## src/abat_pkg.sv

```systemverilog
package abat_pkg;

    localparam int BLOCK_W    = 48;
    localparam int SPT_W      = 8;
    localparam int HPC_W      = 5;
    localparam int CAP_W      = 28;
    localparam int CFG_IDX_W  = 3;
    localparam int CFG_DATA_W = 28;

    localparam logic [SPT_W-1:0] SPT_RESET = 8'd63;
    localparam logic [HPC_W-1:0] HPC_RESET = 5'd16;

    typedef enum logic [1:0] {
        MODE_CHS   = 2'd0,
        MODE_LBA28 = 2'd1,
        MODE_LBA48 = 2'd2
    } mode_t;

    typedef enum logic [CFG_IDX_W-1:0] {
        REG_LBA48_ENABLE = 3'd0,
        REG_LBA28_ENABLE = 3'd1,
        REG_CAPACITY_28  = 3'd2,
        REG_SPT          = 3'd3,
        REG_HPC          = 3'd4
    } reg_index_t;

    typedef struct packed {
        logic             lba48_enable;
        logic             lba28_enable;
        logic [CAP_W-1:0] capacity_28bit;
        logic [SPT_W-1:0] sectors_per_track;
        logic [HPC_W-1:0] heads_per_cylinder;
    } cfg_t;

    // One item as it moves down the chain. work holds the dividend bits
    // still to be consumed at the top and the quotient bits at the bottom.
    typedef struct packed {
        logic               valid;
        mode_t              mode;
        logic [BLOCK_W-1:0] work;
        logic [SPT_W-1:0]   rem_spt;
        logic [HPC_W-1:0]   rem_hpc;
    } cell_t;

endpackage

```

## src/abat_regs.sv

```systemverilog
module abat_regs
    import abat_pkg::*;
(
    input  logic                  clk,
    input  logic                  rst_n,
    input  logic                  cfg_valid,
    output logic                  cfg_ready,
    input  logic [CFG_IDX_W-1:0]  cfg_index,
    input  logic [CFG_DATA_W-1:0] cfg_data,
    output cfg_t                  cfg
);

    cfg_t cfg_reg;
    cfg_t cfg_next;

    assign cfg_ready = 1'b1;
    assign cfg        = cfg_reg;

    // Decode the write index; drop writes beyond the register list
    always_comb
    begin
        cfg_next = cfg_reg;
        if (cfg_valid)
        begin
            case (reg_index_t'(cfg_index))
                REG_LBA48_ENABLE: cfg_next.lba48_enable       = cfg_data[0];
                REG_LBA28_ENABLE: cfg_next.lba28_enable       = cfg_data[0];
                REG_CAPACITY_28:  cfg_next.capacity_28bit     = cfg_data[CAP_W-1:0];
                REG_SPT:          cfg_next.sectors_per_track  = cfg_data[SPT_W-1:0];
                REG_HPC:          cfg_next.heads_per_cylinder = cfg_data[HPC_W-1:0];
                default:          cfg_next = cfg_reg;
            endcase
        end
    end

    always_ff @(posedge clk or negedge rst_n)
    begin
        if (!rst_n)
        begin
            cfg_reg.lba48_enable       <= 1'b0;
            cfg_reg.lba28_enable       <= 1'b0;
            cfg_reg.capacity_28bit     <= '0;
            cfg_reg.sectors_per_track  <= SPT_RESET;
            cfg_reg.heads_per_cylinder <= HPC_RESET;
        end
        else
        begin
            cfg_reg <= cfg_next;
        end
    end

endmodule

```

## src/abat_cell.sv

```systemverilog
module abat_cell
    import abat_pkg::*;
(
    input  logic             clk,
    input  logic             rst_n,
    input  logic [SPT_W-1:0] spt,
    input  logic [HPC_W-1:0] hpc,
    input  cell_t            cell_in,
    output cell_t            cell_out
);

    cell_t          cell_reg;
    cell_t          cell_next;
    logic [SPT_W:0] part_spt;
    logic [SPT_W:0] diff_spt;
    logic           qbit_spt;
    logic [HPC_W:0] part_hpc;
    logic [HPC_W:0] diff_hpc;
    logic           qbit_hpc;

    // In CHS mode, restoring step by sectors per track, then feed that quotient bit
    // straight into a restoring step by heads per cylinder
    always_comb
    begin
        part_spt = {cell_in.rem_spt, cell_in.work[BLOCK_W-1]};
        diff_spt = part_spt - {1'b0, spt};
        qbit_spt = (part_spt >= {1'b0, spt});
        part_hpc = {cell_in.rem_hpc, qbit_spt};
        diff_hpc = part_hpc - {1'b0, hpc};
        qbit_hpc = (part_hpc >= {1'b0, hpc});

        cell_next       = cell_in;
        if (cell_in.mode == MODE_CHS)
        begin
            cell_next.rem_spt = qbit_spt ? diff_spt[SPT_W-1:0] : part_spt[SPT_W-1:0];
            cell_next.rem_hpc = qbit_hpc ? diff_hpc[HPC_W-1:0] : part_hpc[HPC_W-1:0];
            cell_next.work    = {cell_in.work[BLOCK_W-2:0], qbit_hpc};
        end
        else
        begin
            // Rotate so the block number comes back whole after the last cell
            cell_next.work = {cell_in.work[BLOCK_W-2:0], cell_in.work[BLOCK_W-1]};
        end
    end

    // Clear the cell under reset, then advance every cycle
    always_ff @(posedge clk or negedge rst_n)
    begin
        if (!rst_n)
        begin
            cell_reg <= '0;
        end
        else
        begin
            cell_reg <= cell_next;
        end
    end

    assign cell_out = cell_reg;

endmodule

```

## src/ata_block_address_translate_core.sv

```systemverilog
// ATA block address translation core.
//
// Command channel: present block_number and raise start; the item is taken at
// any rising edge where start is high and busy is low. busy stays low, so a
// new item can be issued in every cycle, one item per cycle sustained.
// Each item runs down a chain of 48 cells, one cell per block number bit;
// each cell does one restoring step by sectors per track and, on the quotient
// bit it just made, one step by heads per cylinder (in CHS mode). An output register
// follows the chain. done is high for exactly one cycle as the item leaves the
// output register, with address_mode, sector_field, cylinder_field,
// head_field, wide_address and address_overflow valid in that cycle. Results
// leave in issue order. The receiver cannot stall; results must be taken when
// done is high.
// Configuration: write registers through cfg_valid/cfg_ready, cfg_index and
// cfg_data (cfg_ready is always high). Index 0 lba48_enable, 1 lba28_enable,
// 2 capacity_28bit, 3 sectors_per_track, 4 heads_per_cylinder; other indexes
// are ignored. Write only while no item is in flight.
// Reset (rst_n low, asynchronous) empties the chain and loads the register
// defaults: LBA off, capacity 0, 63 sectors per track, 16 heads.
module ata_block_address_translate_core
    import abat_pkg::*;
(
    input  logic                  clk,
    input  logic                  rst_n,
    input  logic                  start,
    output logic                  busy,
    input  logic [BLOCK_W-1:0]    block_number,
    output logic                  done,
    output logic [1:0]            address_mode,
    output logic [7:0]            sector_field,
    output logic [15:0]           cylinder_field,
    output logic [3:0]            head_field,
    output logic [BLOCK_W-1:0]    wide_address,
    output logic                  address_overflow,
    input  logic                  cfg_valid,
    output logic                  cfg_ready,
    input  logic [CFG_IDX_W-1:0]  cfg_index,
    input  logic [CFG_DATA_W-1:0] cfg_data
);

    cfg_t               cfg;
    logic [SPT_W-1:0]   spt_eff;
    logic [HPC_W-1:0]   hpc_eff;
    cell_t              chain [0:BLOCK_W];
    cell_t              tail;
    mode_t              mode_in;

    logic               done_reg;
    logic               done_next;
    mode_t              mode_reg;
    mode_t              mode_next;
    logic [7:0]         sector_reg;
    logic [7:0]         sector_next;
    logic [15:0]        cylinder_reg;
    logic [15:0]        cylinder_next;
    logic [3:0]         head_reg;
    logic [3:0]         head_next;
    logic [BLOCK_W-1:0] wide_reg;
    logic [BLOCK_W-1:0] wide_next;
    logic               overflow_reg;
    logic               overflow_next;

    abat_regs u_regs (
        .clk       (clk),
        .rst_n     (rst_n),
        .cfg_valid (cfg_valid),
        .cfg_ready (cfg_ready),
        .cfg_index (cfg_index),
        .cfg_data  (cfg_data),
        .cfg       (cfg)
    );

    assign busy = 1'b0;

    // A zero divisor acts as one
    assign spt_eff = (cfg.sectors_per_track == '0) ? SPT_W'(1) : cfg.sectors_per_track;
    assign hpc_eff = (cfg.heads_per_cylinder == '0) ? HPC_W'(1) : cfg.heads_per_cylinder;

    // Pick the addressing mode as the item enters
    always_comb
    begin
        if (cfg.lba48_enable && (block_number > BLOCK_W'(cfg.capacity_28bit)))
        begin
            mode_in = MODE_LBA48;
        end
        else if (cfg.lba28_enable)
        begin
            mode_in = MODE_LBA28;
        end
        else
        begin
            mode_in = MODE_CHS;
        end
    end

    always_comb
    begin
        chain[0].valid   = start && !busy;
        chain[0].mode    = mode_in;
        chain[0].work    = block_number;
        chain[0].rem_spt = '0;
        chain[0].rem_hpc = '0;
    end

    // Advance the item one bit per cell
    for (genvar i = 0; i < BLOCK_W; i++)
    begin : g_cell
        abat_cell u_cell (
            .clk      (clk),
            .rst_n    (rst_n),
            .spt      (spt_eff),
            .hpc      (hpc_eff),
            .cell_in  (chain[i]),
            .cell_out (chain[i+1])
        );
    end

    assign tail = chain[BLOCK_W];

    // Format the task-file fields from the last cell
    always_comb
    begin
        done_next     = tail.valid;
        mode_next     = tail.mode;
        sector_next   = '0;
        cylinder_next = '0;
        head_next     = '0;
        wide_next     = '0;
        overflow_next = 1'b0;
        case (tail.mode)
            MODE_LBA48:
            begin
                wide_next = tail.work;
            end
            MODE_LBA28:
            begin
                sector_next   = tail.work[7:0];
                cylinder_next = tail.work[23:8];
                head_next     = tail.work[27:24];
                overflow_next = |tail.work[BLOCK_W-1:28];
            end
            MODE_CHS:
            begin
                sector_next   = tail.rem_spt + 8'd1;
                cylinder_next = tail.work[15:0];
                head_next     = tail.rem_hpc[3:0];
                overflow_next = tail.rem_hpc[HPC_W-1] || (|tail.work[BLOCK_W-1:16]);
            end
            default:
            begin
                mode_next = MODE_CHS;
            end
        endcase
    end

    always_ff @(posedge clk or negedge rst_n)
    begin
        if (!rst_n)
        begin
            done_reg <= 1'b0;
        end
        else
        begin
            done_reg <= done_next;
        end
    end

    always_ff @(posedge clk)
    begin
        mode_reg     <= mode_next;
        sector_reg   <= sector_next;
        cylinder_reg <= cylinder_next;
        head_reg     <= head_next;
        wide_reg     <= wide_next;
        overflow_reg <= overflow_next;
    end

    assign done             = done_reg;
    assign address_mode     = mode_reg;
    assign sector_field     = sector_reg;
    assign cylinder_field   = cylinder_reg;
    assign head_field       = head_reg;
    assign wide_address     = wide_reg;
    assign address_overflow = overflow_reg;

endmodule
```

## config.mk

```make
export PLATFORM = sky130hd
export DESIGN_NAME = ata_block_address_translate_core
export DESIGN_NICKNAME = d
export VERILOG_FILES = /design/src/abat_pkg.sv /design/src/abat_regs.sv /design/src/abat_cell.sv /design/src/ata_block_address_translate_core.sv
export SDC_FILE = /design/constraint.sdc
export NUM_CORES = 2
export LEC_CHECK = 0
export BUFFER_PORTS_ARGS = -buffer_cell sky130_fd_sc_hd__buf_2
export CAP_MARGIN = 5
export CORE_MARGIN = 4
export CORE_UTILIZATION = 59
export CTS_BUF_LIST = sky130_fd_sc_hd__clkbuf_8
export DETAILED_ROUTE_END_ITERATION = 10
export PLACE_DENSITY = 0.75
export SYNTH_ARGS = -nofsm -noshare
export SYNTH_HDL_FRONTEND = slang
export SYNTH_SLANG_ARGS = --single-unit
```

## constraint.sdc

```tcl
create_clock -name clk -period 8.9 [get_ports clk]
set_input_delay 0.89 -clock clk [delete_from_list [all_inputs] [get_ports clk]]
set_output_delay 0.89 -clock clk [all_outputs]
set_load 0.005 [all_outputs]
```

==> impl_results.md <==
* Clock sink total at roughly 3200
* Post-synth top area cell: dfrtp_1
* Max clock buf depth at 4
* Slew Limit Fails at 0
* Post-synth top area share at 0.658
* Post-synth top flop: dfrtp_1
* Setup crit start: u_regs.cfg[8]
* Max-capacitance violation count at 0
* Final setup vio count at 0
* Vias in the first global route at 76100
* Global Route Usage Sum at 0.246
* CTS tree: yes
* Routed length per instance at 19.4 um
* Placed cell areas at 122000 um2
* DR vias at between 70000 and 80000
* Dpl hpwl at 166 mm
* Switching part of the total at 0.359
* Sequential share of power at 0.413
* Setup tns final at 0 ns
* Total gr overflow at 0
* # IOs at 165
* Power density over the cells at 380 nW/um2
* Gpl congestion at 0.875
* Reg2reg start: u_regs.cfg[8]
* Depth of the CTS H-tree at 5
* Final core occ at 0.669
* Core area at 199000 um2
* Comb power frac at 0.340
* Fmax at 0.144 GHz
* Pin count of the biggest net entering global routing at 193
* Top cells by count, synth: dfrtp_1 (3109), nand2_1 (1054), nor2_1 (760)
* Synth Instances at 9357
* Rows at 164
* Seq cells post-synth at 3195
* Clock Skews at 0.126 ns
* Switching power at approximately 18 mW
* Int Pwr at 32.6 mW
* Port Buffer Count at 162
* Layout Nets at ~11000
* EDFF count, synth at 0
* WP data required at 9.82 ns
* DR pass1 iterations at 8
* Crit Path Max Fanout at 23
* Crit path time final at 6.94 ns
* Crit Path Category: reg -> reg
* First-pass GRT wire length at 406 mm
* Slew HR at 0.224
* Final non-filler cell total at approximately 13000
* YS warnings at 0
* Status: complete, no violations
* Post-DR vias/cell at 5.57
* Post-Route WL at 252 mm
* Worst hold start: cfg_data[7]
* Count leader, synth: dfrtp_1
* Die width at 456 um
* Post-CTS Setup Repair Bufs at 0
* Root buffer cell: clkbuf_8
* Layout cells sized above 1 at 0.105
* Max FFs per register at 3072
* Total CTS buffers at slightly below 500
* Top cells by area, synth: dfrtp_1 (66%), ha_1 (6.8%), nand2_1 (3.3%)
* Worst Tran Pin Value at 1.15 ns
* Initial core utilization at 0.593
* Fillcell total at 13800
* Die Ht at around 460 um
* Final instance area at 134000 um2
* Area grow syn2layout at 13.0%
* Clock share of power at 0.247
* Clk_lat worst skew at about 1.1 ns
* Initial drt markers at ~5700
* Hold Crit Class: in -> reg
* Crit. End Element: register
* FFs w/ async S/R, synth at 0.975
* Crit start category: register
* Sequential area share after synthesis at 0.673
* Die area at 208000 um2
* Synth unique cells at 56
* Syn nets at ~10000
* Post-route DRC at 0
* Cells after DPL at 12000
* Final antenna-violating net count at 0
* Fin crit share at 0.780
* Max rail drop VDD at 201 uV
* Initial antenna violation count at 8
* Synth Cell Area at 118000 um2
* Mean post-synth cell area at roughly 13 um2
* Static leakage at 63.0 nW
* RSZ-0062 raised after global routing: false
* Clock transition at path regs at about 0.06 ns
* Final Hold Vio Count at 0
* Critical Path AT at a little under 8 ns
-- worst max-delay path, stage by stage (launching register included) --
cell and delay, ns:
dfstp_2 0.37, inv_2 0.71, nand3_1 0.25, nor4_1 0.57, a21o_2 0.79, buf_4 0.61, ha_1 0.36, and3_1 0.16
a211o_1 0.31, a211o_1 0.37, inv_1 0.23, ha_1 0.28, fa_1 0.30, nor2b_1 0.08, o21a_1 0.21, nor4_1 0.94
o41ai_1 0.18
-- path summary, 6_finish.rpt --
path                                                        to  slack (ns)  cells past startpoint
worst max-delay path             g_cell[25].u_cell.cell_out[4]        1.96                     16
worst min-delay path                            u_regs.cfg[12]        0.14                      2
worst max register to register   g_cell[25].u_cell.cell_out[4]        1.96                     16
worst min register to register   g_cell[5].u_cell.cell_out[15]        0.29                      0
max in group asynchronous       g_cell[34].u_cell.cell_out[63]        6.02                      4
min in group asynchronous       g_cell[43].u_cell.cell_out[60]        0.49                      2
-- metrics by stage --
stage	setup WS [ns]	power [mW]	hold slack [ns]
4_1_cts	2.03	51.0	0.00218
2_1_floorplan	2.23	33.2	0.331
3_3_place_gp	2.58	37.2	0.331
6_report	1.96	50.8	0.135
3_5_place_dp	2.06	38.2	0.335
5_1_grt	1.61	54.4	0.0310
-- cell usage in the layout, fill, tap and decap left out, drive strengths merged, types with 34 or more instances in the layout --
cell and count:
dfrtp 3109, nand2 1054, nor2 760, ha 644, clkbuf 627, o21ai 617, inv 553, a21oi 549
a31oi 251, buf 216, a21o 179, xnor2 154, xor2 127, o21a 122, nand3 114, nor4 107
fa 94, and2 86, a211o 81, nor2b 81, dfxtp 79, and3 77, o21bai 76, dlygate4sd3 76
clkinv 63, or3 58, o41ai 47, or2 47, a2111oi 45, a21boi 34
-- power by group through the flow --
| stage | sequential [mW] | combinational (mW) | clock [mW] |
|---|---|---|---|
| floorplan | 20.0 | 13.2 | 0 |
| global placement | 21.0 | 16.2 | 0 |
| detailed placement | 21.3 | 16.9 | 0 |
| CTS | 21.0 | 17.1 | 12.9 |
| global route | 21.4 | 19.5 | 13.5 |
| finish | 21.0 | 17.3 | 12.5 |
-- timing repair --
item                                   CTS  global route
gates resized for setup                  0             0
endpoints found under the hold margin  221             0
hold buffers                            76             0
-- final cells by class --
class	count	area (um2)	share of cell area
sequential	3195	79600	0.596
multi-input combinational	5580	36400	0.273
clock buffer	627	8630	0.0646
tap	2656	3320	0.0249
timing repair buffer	292	2190	0.0164
clock inverter	254	1850	0.0138
inverter	402	1510	0.0113
antenna	9	22.5	0.000169
-- metal layers --
| layer | routed length [um] | global-route usage | share of wire |
|---|---|---|---|
| met5 | 28 | 0 | 0.00011 |
| met4 | 13600 | 0.127 | 0.054 |
| met3 | 13500 | 0.0434 | 0.054 |
| met2 | 125000 | 0.413 | 0.49 |
| met1 | 100000 | 0.308 | 0.40 |
-- cells by family after synthesis --
| logic type | count (synthesis) | share of synthesized area |
|---|---|---|
| AO/OA/AOI/OAI | 2106 | 0.112 |
| XOR/XNOR | 281 | 0.0208 |
| adder cells (fa/ha/maj) | 738 | 0.0841 |
| buffers and inverters | 582 | 0.0186 |
| flip-flops | 3195 | 0.673 |
| multiplexers | 38 | 0.00333 |
| other | 2 | 0.0000635 |
| AND/OR/NAND/NOR | 2415 | 0.0883 |
(Power assumes the default switching activity.)
